### src/rtl/core/stza_pkg.sv
// ----------------------------------------------------------------------------
// stza_pkg
// shared types and constants of the slot table zone allocator
// ----------------------------------------------------------------------------
package stza_pkg;

	localparam int unsigned SIZE_W = 19;
	localparam int unsigned SLOT_W = 8;
	localparam int unsigned ALU_W  = SIZE_W + 1;
	localparam int unsigned DATA_W = 32;
	localparam int unsigned ADDR_W = 3;

	localparam logic [SIZE_W-1:0] ZONE_RESET = 19'd409600;
	localparam logic [SIZE_W-1:0] SIZE_MAX   = 19'h7FFFF;

	localparam logic MODE_ALLOC   = 1'b0;
	localparam logic MODE_RELEASE = 1'b1;

	// register select bit of paddr (register 0 is zone_bytes)
	localparam logic REG_ZONE_BYTES = 1'b0;

	typedef enum logic [2:0] {
		ST_IDLE,
		ST_SCAN,
		ST_BUMP_OFF,
		ST_BUMP_REM,
		ST_FINISH
	} state_t;

	// write controls of the slot memory, one address for all fields
	typedef struct packed {
		logic              rel_we;
		logic              bytes_we;
		logic              start_we;
		logic              rel_d;
		logic [SIZE_W-1:0] bytes_d;
		logic [SIZE_W-1:0] start_d;
	} slot_wr_t;

	// one slot entry as read back
	typedef struct packed {
		logic              rel;
		logic [SIZE_W-1:0] bytes;
		logic [SIZE_W-1:0] start;
	} slot_entry_t;

endpackage

### src/rtl/core/stza_alu.sv
// ----------------------------------------------------------------------------
// stza_alu
// shared subtractor with borrow and zero-saturated difference
// ----------------------------------------------------------------------------
module stza_alu (
	input  logic [stza_pkg::ALU_W-1:0] a,
	input  logic [stza_pkg::ALU_W-1:0] b,
	output logic [stza_pkg::ALU_W-1:0] diff_sat,
	output logic                       borrow
);

	logic [stza_pkg::ALU_W:0] diff;

	assign diff     = {1'b0, a} - {1'b0, b};
	assign borrow   = diff[stza_pkg::ALU_W];
	assign diff_sat = borrow ? '0 : diff[stza_pkg::ALU_W-1:0];

endmodule

### config.mk
export PLATFORM = sky130hd
export DESIGN_NAME = stza_alu
export DESIGN_NICKNAME = d
export VERILOG_FILES = /design/src/rtl/core/stza_pkg.sv /design/src/rtl/core/stza_alu.sv
export SDC_FILE = /design/constraint.sdc
export NUM_CORES = 1
export LEC_CHECK = 0
export ABC_AREA = 0
export BUFFER_PORTS_ARGS = -buffer_cell sky130_fd_sc_hd__buf_2
export CORE_AREA = 2 2 53 55
export DETAILED_ROUTE_END_ITERATION = 16
export DIE_AREA = 0 0 55 57
export GPL_ROUTABILITY_DRIVEN = 0
export PLACE_DENSITY = 0.88
export SLEW_MARGIN = 5
export SYNTH_ARGS = -nofsm -noshare
export SYNTH_HDL_FRONTEND = slang
export SYNTH_SLANG_ARGS = --single-unit
### constraint.sdc
create_clock -name vclk -period 4.09
set_input_delay 0.818 -clock vclk [all_inputs]
set_output_delay 0.818 -clock vclk [all_outputs]
set_load 0.02 [all_outputs]
==> run_results.csv <==
group,metric,value,unit
die,core,2620,sq um
layout,num-fill-cells,272,
route,vias_per_cell,5.53,
grt,grt_util_all_layers,0.191,
placement,hpwl,2590,microns
grt,grt.met1_usage,0.260,
critical_path,path_class,"in2out",
die,rows,19,
synth,netlist_area,1160,sq um
timing,setup-tns-final,0,ns
layout,final_nets,300,
run_status,status,"completed",
timing,fin_crit_sh,0.966,
layout,area_growth,31.2,%
synth,syn_nets,236,
critical_path,critPathMaxStageDelay,0.34,ns
synth,avgSynthCellArea,6.62,sq um
route,first_pass_iters,4,
grt,grt_pass1_vias,1273,
route,drc,0,
die,ios,61,
critical_path,required,3.27,ns
timing,max_freq,253,MHz
die,die_y,57,microns
pwr,ir_worst_vdd,0.102,mV
layout,most-common-layout-cells,"61 x buf_2, 26 x inv_1, 22 x nor2_1",
synth,synth_cell_type_count,36,
grt,busiest_layer,"met2",
synth,synth_area_leaders,"ha_1 22%, inv_1 8.4%, nor2_1 7.1%",
synth,syn_inst,175,
route,vias,1483,
layout,drive_gt1_frac,0.308,
critical_path,crit_family,"compound AO/OA/AOI/OAI gates",
grt,grt.met2_usage,0.350,
synth,yosys.area.top_type,"ha_1",
critical_path,cp.buffers_inverters,4,
worst_hold_path,hp-class,"in2out",
layout,diodes,0,
timing,tightest_slew,0.475,ns
cts,cts_hold_buf,0,
layout,clockBufferCount,0,
route,wl_per_cell,11.5,microns
grt,met3_usage,0,
timing,maxSlewViolCount,0,
critical_path,end_kind,"output pin",
die,start_util,0.443,
critical_path,critPathLaunchType,"primary input",
layout,mostFrequentLayoutCell,"buf_2",
route,wirelength,3090,microns
pwr,p_per_area,189,nW/um^2
synth,yosysTopAreaCellShare,0.216,
die,die_w,55,microns
timing,hold_viol,0,
grt,grt_pass1_wl,4900,microns
layout,fin_util,0.581,
grt,grt_overflow,0,
timing,max_slew_margin,0.679,
grt,antenna_found_initial,0,
layout,regArea,0,sq um
timing,setup_viol,0,
timing,rsz0062_at_grt,"no",
placement,io_buffers,61,
pwr,power.total,0.287,mW
synth,ys_warn_count,0,
layout,nFlopsAndLatches,0,
route,drt_iter0_drc,46,
critical_path,path_cells,"buf_2, inv_1, ha_1, fa_2, and2b_2, nor3_2, o21ai_2, a221oi_2, o31a_1, o31a_1, buf_4, nor3_1, buf_2",
route,ant_nets,0,
critical_path,cp_slowest_cell,"fa_2",
critical_path,arrival,3.13,ns
grt,grt_start_max_net_pins,11,
timing,min_period,3.95,ns
pwr,power.leakage,0.846,nW
die,dieArea,3140,sq um
synth,seq_area_frac_synth,0,
critical_path,crit_fanout,9,
run,drv_cap,0,
## kinds of logic after synthesis
family	share of synthesized area
AO/OA/AOI/OAI	0.347
XOR/XNOR	0.106
AND/OR/NAND/NOR	0.204
buffers and inverters	0.110
adder cells (fa/ha/maj)	0.233
## cell type report
cell class | count | area [sq um] | share of cell area
Multi-Input combinational cell | 145 | 1040 | 0.685
Tap cell | 31 | 38.8 | 0.0255
Timing Repair Buffer | 66 | 343 | 0.226
Inverter | 26 | 97.6 | 0.0642
## power by group
part / internal [mW] / total (mW) / switching [mW]
logic: 0.120 / 0.287 / 0.167
clock network: 0 / 0 / 0
registers: 0 / 0 / 0
## routing by layer
metal | up-vias | part of all wire | wire [microns]
met4 | 0 | 0 | 0
li1 | 748 | - | -
met3 | 0 | 0.080 | 247
met1 | 670 | 0.44 | 1350
met5 | - | 0 | 0
met2 | 65 | 0.48 | 1490
## per-stage QoR
stage	setup WS (ns)	hold slack, ns	cell area [sq um]	std cells
floorplan	0.0220	1.82	1160	175
global placement	0.106	2.02	1500	267
CTS	0.0403	2.01	1500	267
finish	0.141	2.00	1520	268
global route	0.0489	2.03	1520	268
detailed placement	0.0473	2.01	1500	267
## Yosys cell counts
cell type and number:
nand3_1 5, o41ai_1 1, nor2_1 22, o221a_2 1, nor3_1 4, a21oi_1 15, o22a_1 1, o211ai_1 2
nand2b_1 2, xnor2_1 8, a211oi_1 7, o31a_1 4, nor3_2 1, nand3b_1 1, o31ai_1 2, xor2_1 6
inv_1 26, clkbuf_1 2, ha_1 20, a41oi_1 1, a221oi_2 1, a21o_1 4, fa_1 1, and2b_1 1
and3_1 1, o21ai_0 10, buf_6 2, a31oi_1 1, a21boi_0 1, o21a_1 4, nor2b_1 3, a2111oi_0 1
o21bai_1 2, nand2_1 9, o21ai_2 1, nand4_1 2
## tightest hold or removal path, delay by kind of cell
family	cells	cell delay, ns
buf+inv	2	0.23
fa+ha+maj	1	0.11
simple gates	1	0.04
## final timing paths
kind | from | to | slack [ns] | cells after the start
setup / recovery | a[0] | diff_sat[2] | 0.14 | 13
hold / removal | b[0] | diff_sat[0] | 2.00 | 4
## what timing repair did
item                       4_1_cts  5_1_grt
gates resized for setup          0        3
setup buffers                    0        1
setup endpoints to repair        0       15
Note: power is estimated with default switching activity, not from simulation.
