## src/rtl/core/stza_pkg.sv

```systemverilog
// ----------------------------------------------------------------------------
// stza_pkg
// shared types and constants of the slot table zone allocator
// ----------------------------------------------------------------------------
package stza_pkg;

	localparam int unsigned SIZE_W = 19;
	localparam int unsigned SLOT_W = 8;
	localparam int unsigned ALU_W  = SIZE_W + 1;
	localparam int unsigned DATA_W = 32;
	localparam int unsigned ADDR_W = 3;

	localparam logic [SIZE_W-1:0] ZONE_RESET = 19'd409600;
	localparam logic [SIZE_W-1:0] SIZE_MAX   = 19'h7FFFF;

	localparam logic MODE_ALLOC   = 1'b0;
	localparam logic MODE_RELEASE = 1'b1;

	// register select bit of paddr (register 0 is zone_bytes)
	localparam logic REG_ZONE_BYTES = 1'b0;

	typedef enum logic [2:0] {
		ST_IDLE,
		ST_SCAN,
		ST_BUMP_OFF,
		ST_BUMP_REM,
		ST_FINISH
	} state_t;

	// write controls of the slot memory, one address for all fields
	typedef struct packed {
		logic              rel_we;
		logic              bytes_we;
		logic              start_we;
		logic              rel_d;
		logic [SIZE_W-1:0] bytes_d;
		logic [SIZE_W-1:0] start_d;
	} slot_wr_t;

	// one slot entry as read back
	typedef struct packed {
		logic              rel;
		logic [SIZE_W-1:0] bytes;
		logic [SIZE_W-1:0] start;
	} slot_entry_t;

endpackage

```

## src/rtl/core/stza_slot_mem.sv

```systemverilog
// ----------------------------------------------------------------------------
// stza_slot_mem
// per-slot released flag, size and start offset, one write and one read port
// ----------------------------------------------------------------------------
module stza_slot_mem #(
	parameter int unsigned DEPTH = 2
) (
	input  logic                      clk,
	input  logic [$clog2(DEPTH)-1:0]  wr_addr,
	input  stza_pkg::slot_wr_t        wr,
	input  logic                      rd_en,
	input  logic [$clog2(DEPTH)-1:0]  rd_addr,
	output stza_pkg::slot_entry_t     rd_data
);

	logic                        rel_mem   [DEPTH];
	logic [stza_pkg::SIZE_W-1:0] bytes_mem [DEPTH];
	logic [stza_pkg::SIZE_W-1:0] start_mem [DEPTH];

	always_ff @(posedge clk) begin
		if (wr.rel_we) begin
			rel_mem[wr_addr] <= wr.rel_d;
		end
		if (wr.bytes_we) begin
			bytes_mem[wr_addr] <= wr.bytes_d;
		end
		if (wr.start_we) begin
			start_mem[wr_addr] <= wr.start_d;
		end
	end

	always_ff @(posedge clk) begin
		if (rd_en) begin
			rd_data.rel   <= rel_mem[rd_addr];
			rd_data.bytes <= bytes_mem[rd_addr];
			rd_data.start <= start_mem[rd_addr];
		end
	end

endmodule

```

## config.mk

```make
export PLATFORM = sky130hd
export DESIGN_NAME = stza_slot_mem
export DESIGN_NICKNAME = d
export VERILOG_FILES = /design/src/rtl/core/stza_pkg.sv /design/src/rtl/core/stza_slot_mem.sv
export SDC_FILE = /design/constraint.sdc
export NUM_CORES = 1
export LEC_CHECK = 0
export ABC_AREA = 1
export BUFFER_PORTS_ARGS = -buffer_cell sky130_fd_sc_hd__buf_4
export CORE_ASPECT_RATIO = 0.75
export CORE_UTILIZATION = 53
export DETAILED_ROUTE_END_ITERATION = 10
export HOLD_SLACK_MARGIN = 0.06
export PLACE_DENSITY = 0.79
export SLEW_MARGIN = 30
export SYNTH_ARGS = -nofsm -noshare
export SYNTH_HDL_FRONTEND = slang
export SYNTH_SLANG_ARGS = --single-unit
```

## constraint.sdc

```tcl
create_clock -name clk -period 1.6 [get_ports clk]
set_clock_uncertainty 0.05 [all_clocks]
set_input_delay 0.08 -clock clk [delete_from_list [all_inputs] [get_ports clk]]
set_output_delay 0.08 -clock clk [all_outputs]
set_load 0.01 [all_outputs]
```

==> impl_metrics.ini, run 1 <==
[detailed_routing]
viasPerCell = 4.86
drt-pass1-iter-count = 4
routed-via-count = 2486
drtIter0Drc = 140
wl_per_cell_um = 16.6
drcViolationCount = 0
wl_um = 8460
ant_nets = 0

[final_layout]
nFillCells = 402
areaGrowthSynthToFinish_pct = 43.6
diodes = 0
nNetsFinal = 444
final_cell_count_no_fill = 511
drive_gt1_share_pct = 29.0

[floorplanning]
die_w_um = 103
std_cell_rows = 27
initial_utilization_pct = 55.0
top_level_ports = 85
die-area_sq_um = 8000
die_h_um = 77.7
coreArea_sq_um = 7360

[yosys]
synthCells = 255
syn-num-nets = 301
yosysUniqueCellTypes = 7
synth_top_area_cell = edfxtp_1
synth_seq_cells = 117
synth_top_cell_area_share_pct = 86.8
syn_area_sq_um = 4050
ys.flop_type = edfxtp_1
synth_common_cells = 120 x nand2_1, 117 x edfxtp_1, 6 x inv_1
synth_area_leaders = edfxtp_1 87%, nand2_1 11%, buf_2 0.62%
synth_most_common_cell = nand2_1
synth_edf_count = 117
ys.warnings.count = 0
seq_area_frac_synth_pct = 86.8
async_flop_share_pct = 0
synth_area_per_cell_sq_um = 15.9

[setup_path]
startpoint = wr_addr
worstPathMaxFanout = 6
startpoint_type = input pin
rr_startpoint = start_mem[0][7]
worst_ep_required_time_ns = 1.78
cpPeakStageDelay_ns = 0.56
cp_slowest_cell = dlygate4sd3_1
cp_data_arrival_time_ns = 1.47
critical_path.top_delay_family = buffers and inverters
path_cells = dlygate4sd3_1, buf_4, nand2_1, dlygate4sd3_1, inv_1
crit_type = input pin to flop
crit_top_cell = dlygate4sd3_1
crit_path_end_kind = flop
cp_num_buf_inv = 4

[sta]
period_needed_ns = 1.29
rsz0062_at_grt = no
slew_viol_final = 0
fmax_ghz = 0.775
hold_violations = 0
tns_ns = 0
min_period_over_period_pct = 80.7
relSlewSlack_pct = 56.9
worst_hold_slack_ns = 0.128
finalSetupViolations = 0
worstMarginPinSlew_ns = 0.646

[grt]
grt_pass1_vias = 2568
grt_max_degree = 40
grt_use_total_pct = 23.9
grt_pass1_wl_um = 13000
grt.overflow.total = 0
antenna_found_initial = 0

[pwr]
p_seq_share_pct = 46.2
vdd_ir_drop_max_mv = 0.870
p_leak_uw = 0.00241
internal-power_uw = 6380
cellPowerDensity_nw_per_um2 = 1370
pwr-share-clk_pct = 47.0
p_comb_share_pct = 6.8
power_uw = 7990
switching_share_pct = 20.1
switching_power_uw = 1610

[clocking]
insertion_delay_ns = 0.52
cts.clk_slew.worst_paths_ns = 0.06
cts_buffers = 17
postCtsSetupBuffers = 0
ctsLongestPathBuffers = 2
htreeDepth = 4
cts_resized = 0
cts_root_buffer = clkbuf_8
cts_sinks = 117
postCtsHoldBufs = 43
cts_tree = yes

[worst_hold_path]
hold_start = wr[40]
hold_class = input pin to flop

[placed_design]
dp_cells = 437
post-dp-hpwl_um = 3940
place_congestion = 0.764
portBuffers = 84

[outcome]
status = complete, no violations

[job]
maxCapViolCount = 0
-- cell usage in the layout, fill, tap and decap left out --
cell type	Yosys	layout
clkinv_2	0	5
clkbuf_1	0	1
dlygate4sd3_1	0	43
clkinv_1	0	3
inv_1	6	6
inv_2	1	1
nand2_1	120	120
bufinv_16	0	4
nor2_2	0	2
clkbuf_8	0	1
clkbuf_16	0	16
clkinvlp_4	0	1
edfxtp_1	117	117
nor2_1	3	1
buf_4	3	89
-- tightest hold or removal path: stages --
cell and delay, ns:
buf_4 0.11, inv_1 0.06, nor2_2 0.03, buf_4 0.21
-- cells by family (layout without fill, tap and decap cells) --
group	count (synthesis)	in the layout	share of synthesized area, %
simple gates	123	123	11.4
flops	117	117	86.8
buf+inv	15	170	1.82
-- power by group through the flow --
stage / clock network, uW / registers, uW / logic, uW
finish: 3760 / 3690 / 543
global route: 3910 / 3710 / 586
CTS: 3730 / 3680 / 532
detailed placement: 0 / 3740 / 437
global placement: 0 / 3730 / 420
floorplan: 0 / 3770 / 133
-- per-layer routing --
metal,vias up,global-route usage (%),routed length [um]
li1,1168,-,-
met2,74,41.3,4610
met3,20,7.12,358
met1,1224,26.4,3300
met4,0,12.5,195
met5,-,0,0
-- path summary, 6_finish.rpt --
kind                      end  slack, ns  depth (start not counted)
max reg2reg        rd_data[7]       0.70                          2
max                rel_mem[1]       0.31                          5
min          bytes_mem[0][17]       0.13                          4
min reg2reg       rd_data[28]       0.45                          2
-- through the flow --
step           worst slack, ns  util (%)  area [sq um]
5_1_grt                  0.280      78.9          5810
6_report                 0.309      78.9          5810
2_1_floorplan            0.228         -          4050
3_5_place_dp             0.475      65.2          4800
4_1_cts                  0.365      78.9          5810
3_3_place_gp             0.519      65.2          4800
-- final cells by class --
cell class / instances / area, sq um / share of cell area, %
Multi-Input combinational cell: 123 / 467 / 8.03
Tap cell: 101 / 126 / 2.17
Clock buffer: 18 / 418 / 7.19
Sequential cell: 117 / 3510 / 60.4
Timing Repair Buffer: 132 / 1100 / 18.9
Clock inverter: 13 / 164 / 2.82
Inverter: 7 / 26.3 / 0.452
-- state kept, by name, summed over array words and instances, names as in the netlist --
name and count:
rd_data 39, bytes_mem 38, start_mem 38, rel_mem 2
(Power assumes the default switching activity.)
==> inputs of run 2 (changes only) <==
Settings changed: ABC_AREA 1 to 0.
Clock period 1.6 ns to 1.3 ns, I/O delays scaled along.
==> run 2 against run 1 <==
Effect of this change:
- core utilization rose by 1.3 points
- routed wire length shrank 16%
- synthesized cell count decreased by 35%
- worst setup slack lost 0.25 ns
- cell count down 16%
- synthesized area up 0.49%
- critical path type unchanged
- critical endpoint unchanged
- largest power group is now registers
==> impl_metrics.ini, run 2 <==
[outcome]
status = complete, no violations

[yosys]
synth_area_leaders = edfxtp_1 86%, mux2_2 8.0%, mux2_4 3.7%
synthCells = 166
syn_area_sq_um = 4070
synth_top_cell_area_share_pct = 86.3
synth_common_cells = 117 x edfxtp_1, 29 x mux2_2, 10 x mux2_4
synth_edf_count = 117
async_flop_share_pct = 0
syn-num-nets = 212
yosysUniqueCellTypes = 8
ys.warnings.count = 0
ys.flop_type = edfxtp_1
synth_area_per_cell_sq_um = 24.5
synth_seq_cells = 117
seq_area_frac_synth_pct = 86.3
synth_most_common_cell = edfxtp_1
synth_top_area_cell = edfxtp_1

[job]
maxCapViolCount = 0

[final_layout]
largest_reg_flops = 39
final_cell_mix = 117 x edfxtp_1, 84 x buf_4, 45 x dlygate4sd3_1
final_area_sq_um = 5940
multi_input_area_sq_um = 519
top_register = rd_data
nNetsFinal = 362
drive_gt1_share_pct = 49.2
final_cell_count_no_fill = 430
ff_latch_area_sq_um = 3510
final_common_cell = edfxtp_1
nFillCells = 359
post-route-util_pct = 80.3
diodes = 0
reg.largest.list = rd_data (39), bytes_mem (38), start_mem (38)
areaGrowthSynthToFinish_pct = 45.9

[worst_hold_path]
hold_class = input pin to flop

[setup_path]
worst_ep_required_time_ns = 1.51
worstPathMaxFanout = 6
crit_type = input pin to flop
cpPeakStageDelay_ns = 0.55
startpoint_type = input pin
crit_path_end_kind = flop
cp_data_arrival_time_ns = 1.45
path_cells = dlygate4sd3_1, buf_4, and2_1, dlygate4sd3_1
crit_top_cell = dlygate4sd3_1
cp_slowest_cell = dlygate4sd3_1

[grt]
grt_max_degree = 40
grt_use_total_pct = 19.8
antenna_found_initial = 0
grt.overflow.total = 0
grt_pass1_vias = 2203
grt_pass1_wl_um = 10900

[sta]
relSlewSlack_pct = 66.0
finalSetupViolations = 0
fmax_ghz = 0.805
min_period_over_period_pct = 95.6
rsz0062_at_grt = no
hold_violations = 0
worstMarginPinSlew_ns = 0.510
slew_viol_final = 0
period_needed_ns = 1.24
tns_ns = 0

[pwr]
power_uw = 9700
cellPowerDensity_nw_per_um2 = 1630
vdd_ir_drop_max_mv = 1.67
p_leak_uw = 0.00224

[detailed_routing]
drtIter0Drc = 102
wl_per_cell_um = 16.5
wl_um = 7080
drcViolationCount = 0
drt-pass1-iter-count = 6
ant_nets = 0
routed-via-count = 2082
viasPerCell = 4.84

[floorplanning]
top_level_ports = 85
die_h_um = 77.9
std_cell_rows = 27
initial_utilization_pct = 55.0
coreArea_sq_um = 7400
die_w_um = 103
die-area_sq_um = 8040

[placed_design]
post-dp-hpwl_um = 3920
place_congestion = 0.709
dp_cells = 353
portBuffers = 84
placed_area_sq_um = 4910

[clocking]
postCtsSetupBuffers = 0
htreeDepth = 4
postCtsHoldBufs = 45
insertion_delay_ns = 0.50
cts_buffers = 17
cts_sinks = 117
cts.clk_slew.worst_paths_ns = 0.05
ctsLongestPathBuffers = 2
cts_root_buffer = clkbuf_8
cts_tree = yes
cts_resized = 0
run 2: worst max-delay path, delay by kind of cell:
family        cells  cell delay (ns)
buf+inv           3             1.24
simple gates      1             0.14
run 2: final timing paths:
path | from | slack (ns) | depth (start not counted) | endpoint
max | wr_addr | 0.06 | 4 | rel_mem[1]
min | wr[39] | 0.08 | 3 | start_mem[1][18]
max reg2reg | start_mem[1][5] | 0.31 | 1 | rd_data[5]
min reg2reg | bytes_mem[0][5] | 0.49 | 1 | rd_data[24]
run 2: kinds of logic after synthesis:
group,Yosys count,share of synthesized area [%]
buf+inv,4,1.01
flops,117,86.3
mux,39,11.7
simple gates,6,0.923
run 2: layer usage:
layer  routed length [um]  GRT usage [%]  share of wire (%)
met1                 2790           22.5                 39
met2                 3800           32.7                 54
met3                  329           7.75                4.6
met4                  164           9.30                2.3
met5                    0              0                  0
run 2: power by group:
| group | internal (uW) | switching, uW | total (uW) |
|---|---|---|---|
| combinational | 430 | 279 | 708 |
| sequential | 4460 | 71.6 | 4540 |
| clock | 2880 | 1580 | 4460 |
| total | 7780 | 1930 | 9700 |
run 2: cell type report:
cell class	instances	area share, %
Tap cell	101	2.13
Sequential cell	117	59.2
Clock buffer	17	6.97
Multi-Input combinational cell	45	8.74
Timing Repair Buffer	135	20.2
Clock inverter	15	2.76
run 2: stage by stage:
stage / hold slack, ns / setup slack [ns]
global route: 0.0776 / 0.0477
CTS: 0.0631 / 0.0767
detailed placement: 0.203 / 0.268
global placement: 0.201 / 0.282
floorplan: 0.114 / 0.244
finish: 0.0828 / 0.0572
==> inputs of run 3 (changes only) <==
Settings changed: CELL_PAD_IN_SITES_DETAIL_PLACEMENT set to 0, CELL_PAD_IN_SITES_GLOBAL_PLACEMENT set to 1, CORE_UTILIZATION 53 to 46, GPL_ROUTABILITY_DRIVEN set to 0.
==> run 3 against run 2 <==
Effect of this change:
- critical path depth decreased by 3
- cell count is 0.93% higher
- critical path type is now flop to output pin
- count of clock-buffer cells in the layout is 3 higher
==> impl_metrics.ini, run 3 (synthesized netlist as in run 2, its figures left out) <==
[clocking]
cts_resized = 0
insertion_delay_ns = 0.40
cts.clk_slew.worst_paths_ns = 0.05
htreeDepth = 4
postCtsHoldBufs = 41
ctsLongestPathBuffers = 2
cts_root_buffer = clkbuf_16
cts_tree = yes
cts_buffers = 17
cts_sinks = 117
postCtsSetupBuffers = 0

[final_layout]
nNetsFinal = 359
ff_latch_area_sq_um = 3510
final_common_cell = edfxtp_1
final_cell_mix = 117 x edfxtp_1, 84 x buf_4, 41 x dlygate4sd3_1
top_register = rd_data
largest_reg_flops = 39
final_cell_count_no_fill = 434
drive_gt1_share_pct = 48.8
reg.largest.list = rd_data (39), bytes_mem (38), start_mem (38)
diodes = 0
multi_input_area_sq_um = 519
areaGrowthSynthToFinish_pct = 46.1
nFillCells = 519

[sta]
worstMarginPinSlew_ns = 0.229
tns_ns = 0
rsz0062_at_grt = no
layout_setup_ws_ns = 0.217
hold_violations = 0
slew_viol_final = 0
relSlewSlack_pct = 84.7
min_period_over_period_pct = 83.3
fmax_ghz = 0.924
finalSetupViolations = 0
period_needed_ns = 1.08

[setup_path]
cpPeakStageDelay_ns = 0.41
r2r.worst_path.cells = 1
cp_slowest_cell = edfxtp_1
cp_num_buf_inv = 1
path_cells = buf_4
crit_cells = 1
reg2reg_slack_ns = 0.34
crit_type = flop to output pin
rr_startpoint = start_mem[0][10]
cp_data_arrival_time_ns = 0.97
r2r_end = rd_data[10]
crit_path_end_kind = output pin
critical_path.top_delay_family = flip-flops
worst_ep_required_time_ns = 1.19
startpoint_type = flop
worstPathMaxFanout = 1

[placed_design]
post-dp-hpwl_um = 4160
dp_cells = 361
portBuffers = 84
dp_slack_ns = 0.271

[floorplanning]
die_h_um = 83.5
die-area_sq_um = 9230
die_w_um = 111
coreArea_sq_um = 8530
std_cell_rows = 29
initial_utilization_pct = 47.7
top_level_ports = 85

[detailed_routing]
wl_per_cell_um = 16.4
drt-pass1-iter-count = 4
ant_nets = 0
drcViolationCount = 0
wl_um = 7140
viasPerCell = 4.74
routed-via-count = 2059
drtIter0Drc = 78

[job]
maxCapViolCount = 0

[grt]
grt.overflow.total = 0
antenna_found_initial = 0
grt_pass1_vias = 2273
grt_pass1_wl_um = 11100
grt_max_degree = 40
grt_use_total_pct = 16.5

[pwr]
vdd_ir_drop_max_mv = 0.841
cellPowerDensity_nw_per_um2 = 1670
p_leak_uw = 0.00226

[worst_hold_path]
hold_start = rd_en
whs_path_depth = 2
worst_hold_path.endpoint = rd_data[8]
hold_class = input pin to flop

[outcome]
status = complete, no violations
-- run 3: worst max path at each step --
stage                      from               to  slack (ns)
finish              rd_data[17]      rd_data[17]        0.22
global route         rd_data[4]       rd_data[4]        0.19
CTS                 rd_data[26]      rd_data[26]        0.21
detailed placement      rd_addr      rd_data[24]        0.27
global placement        rd_addr      rd_data[17]        0.29
floorplan                wr[40]  bytes_mem[0][0]        0.24
-- run 3: layer usage --
metal	up-vias	GRT usage, %	share of wire [%]
met5	-	0	0
met4	0	9.09	2.4
met3	15	5.81	3.7
met2	52	30.4	56
met1	1032	16.3	38
li1	960	-	-
-- run 3: area by class of cell --
type	instances	area share [%]
Clock buffer	20	7.34
Multi-Input combinational cell	45	8.73
Sequential cell	117	59.1
Tap cell	108	2.27
Timing Repair Buffer	132	19.9
Clock inverter	12	2.69
-- run 3: metrics by stage --
| stage | utilization (%) | power (uW) | cell area (sq um) | hold WS, ns |
|---|---|---|---|---|
| global placement | 57.9 | 5180 | 4940 | 0.201 |
| floorplan | - | 4840 | 4070 | 0.114 |
| detailed placement | 57.9 | 5220 | 4940 | 0.203 |
| CTS | 69.7 | 9990 | 5950 | 0.100 |
| finish | 69.7 | 9910 | 5950 | 0.104 |
| global route | 69.7 | 10200 | 5950 | 0.108 |
-- run 3: power breakdown --
| part | total (uW) | leakage, uW | internal [uW] | switching (uW) |
|---|---|---|---|---|
| Sequential | 4540 | 0.00111 | 4470 | 70.8 |
| Combinational | 705 | 0.000850 | 428 | 277 |
| Clock | 4670 | 0.000292 | 3170 | 1500 |
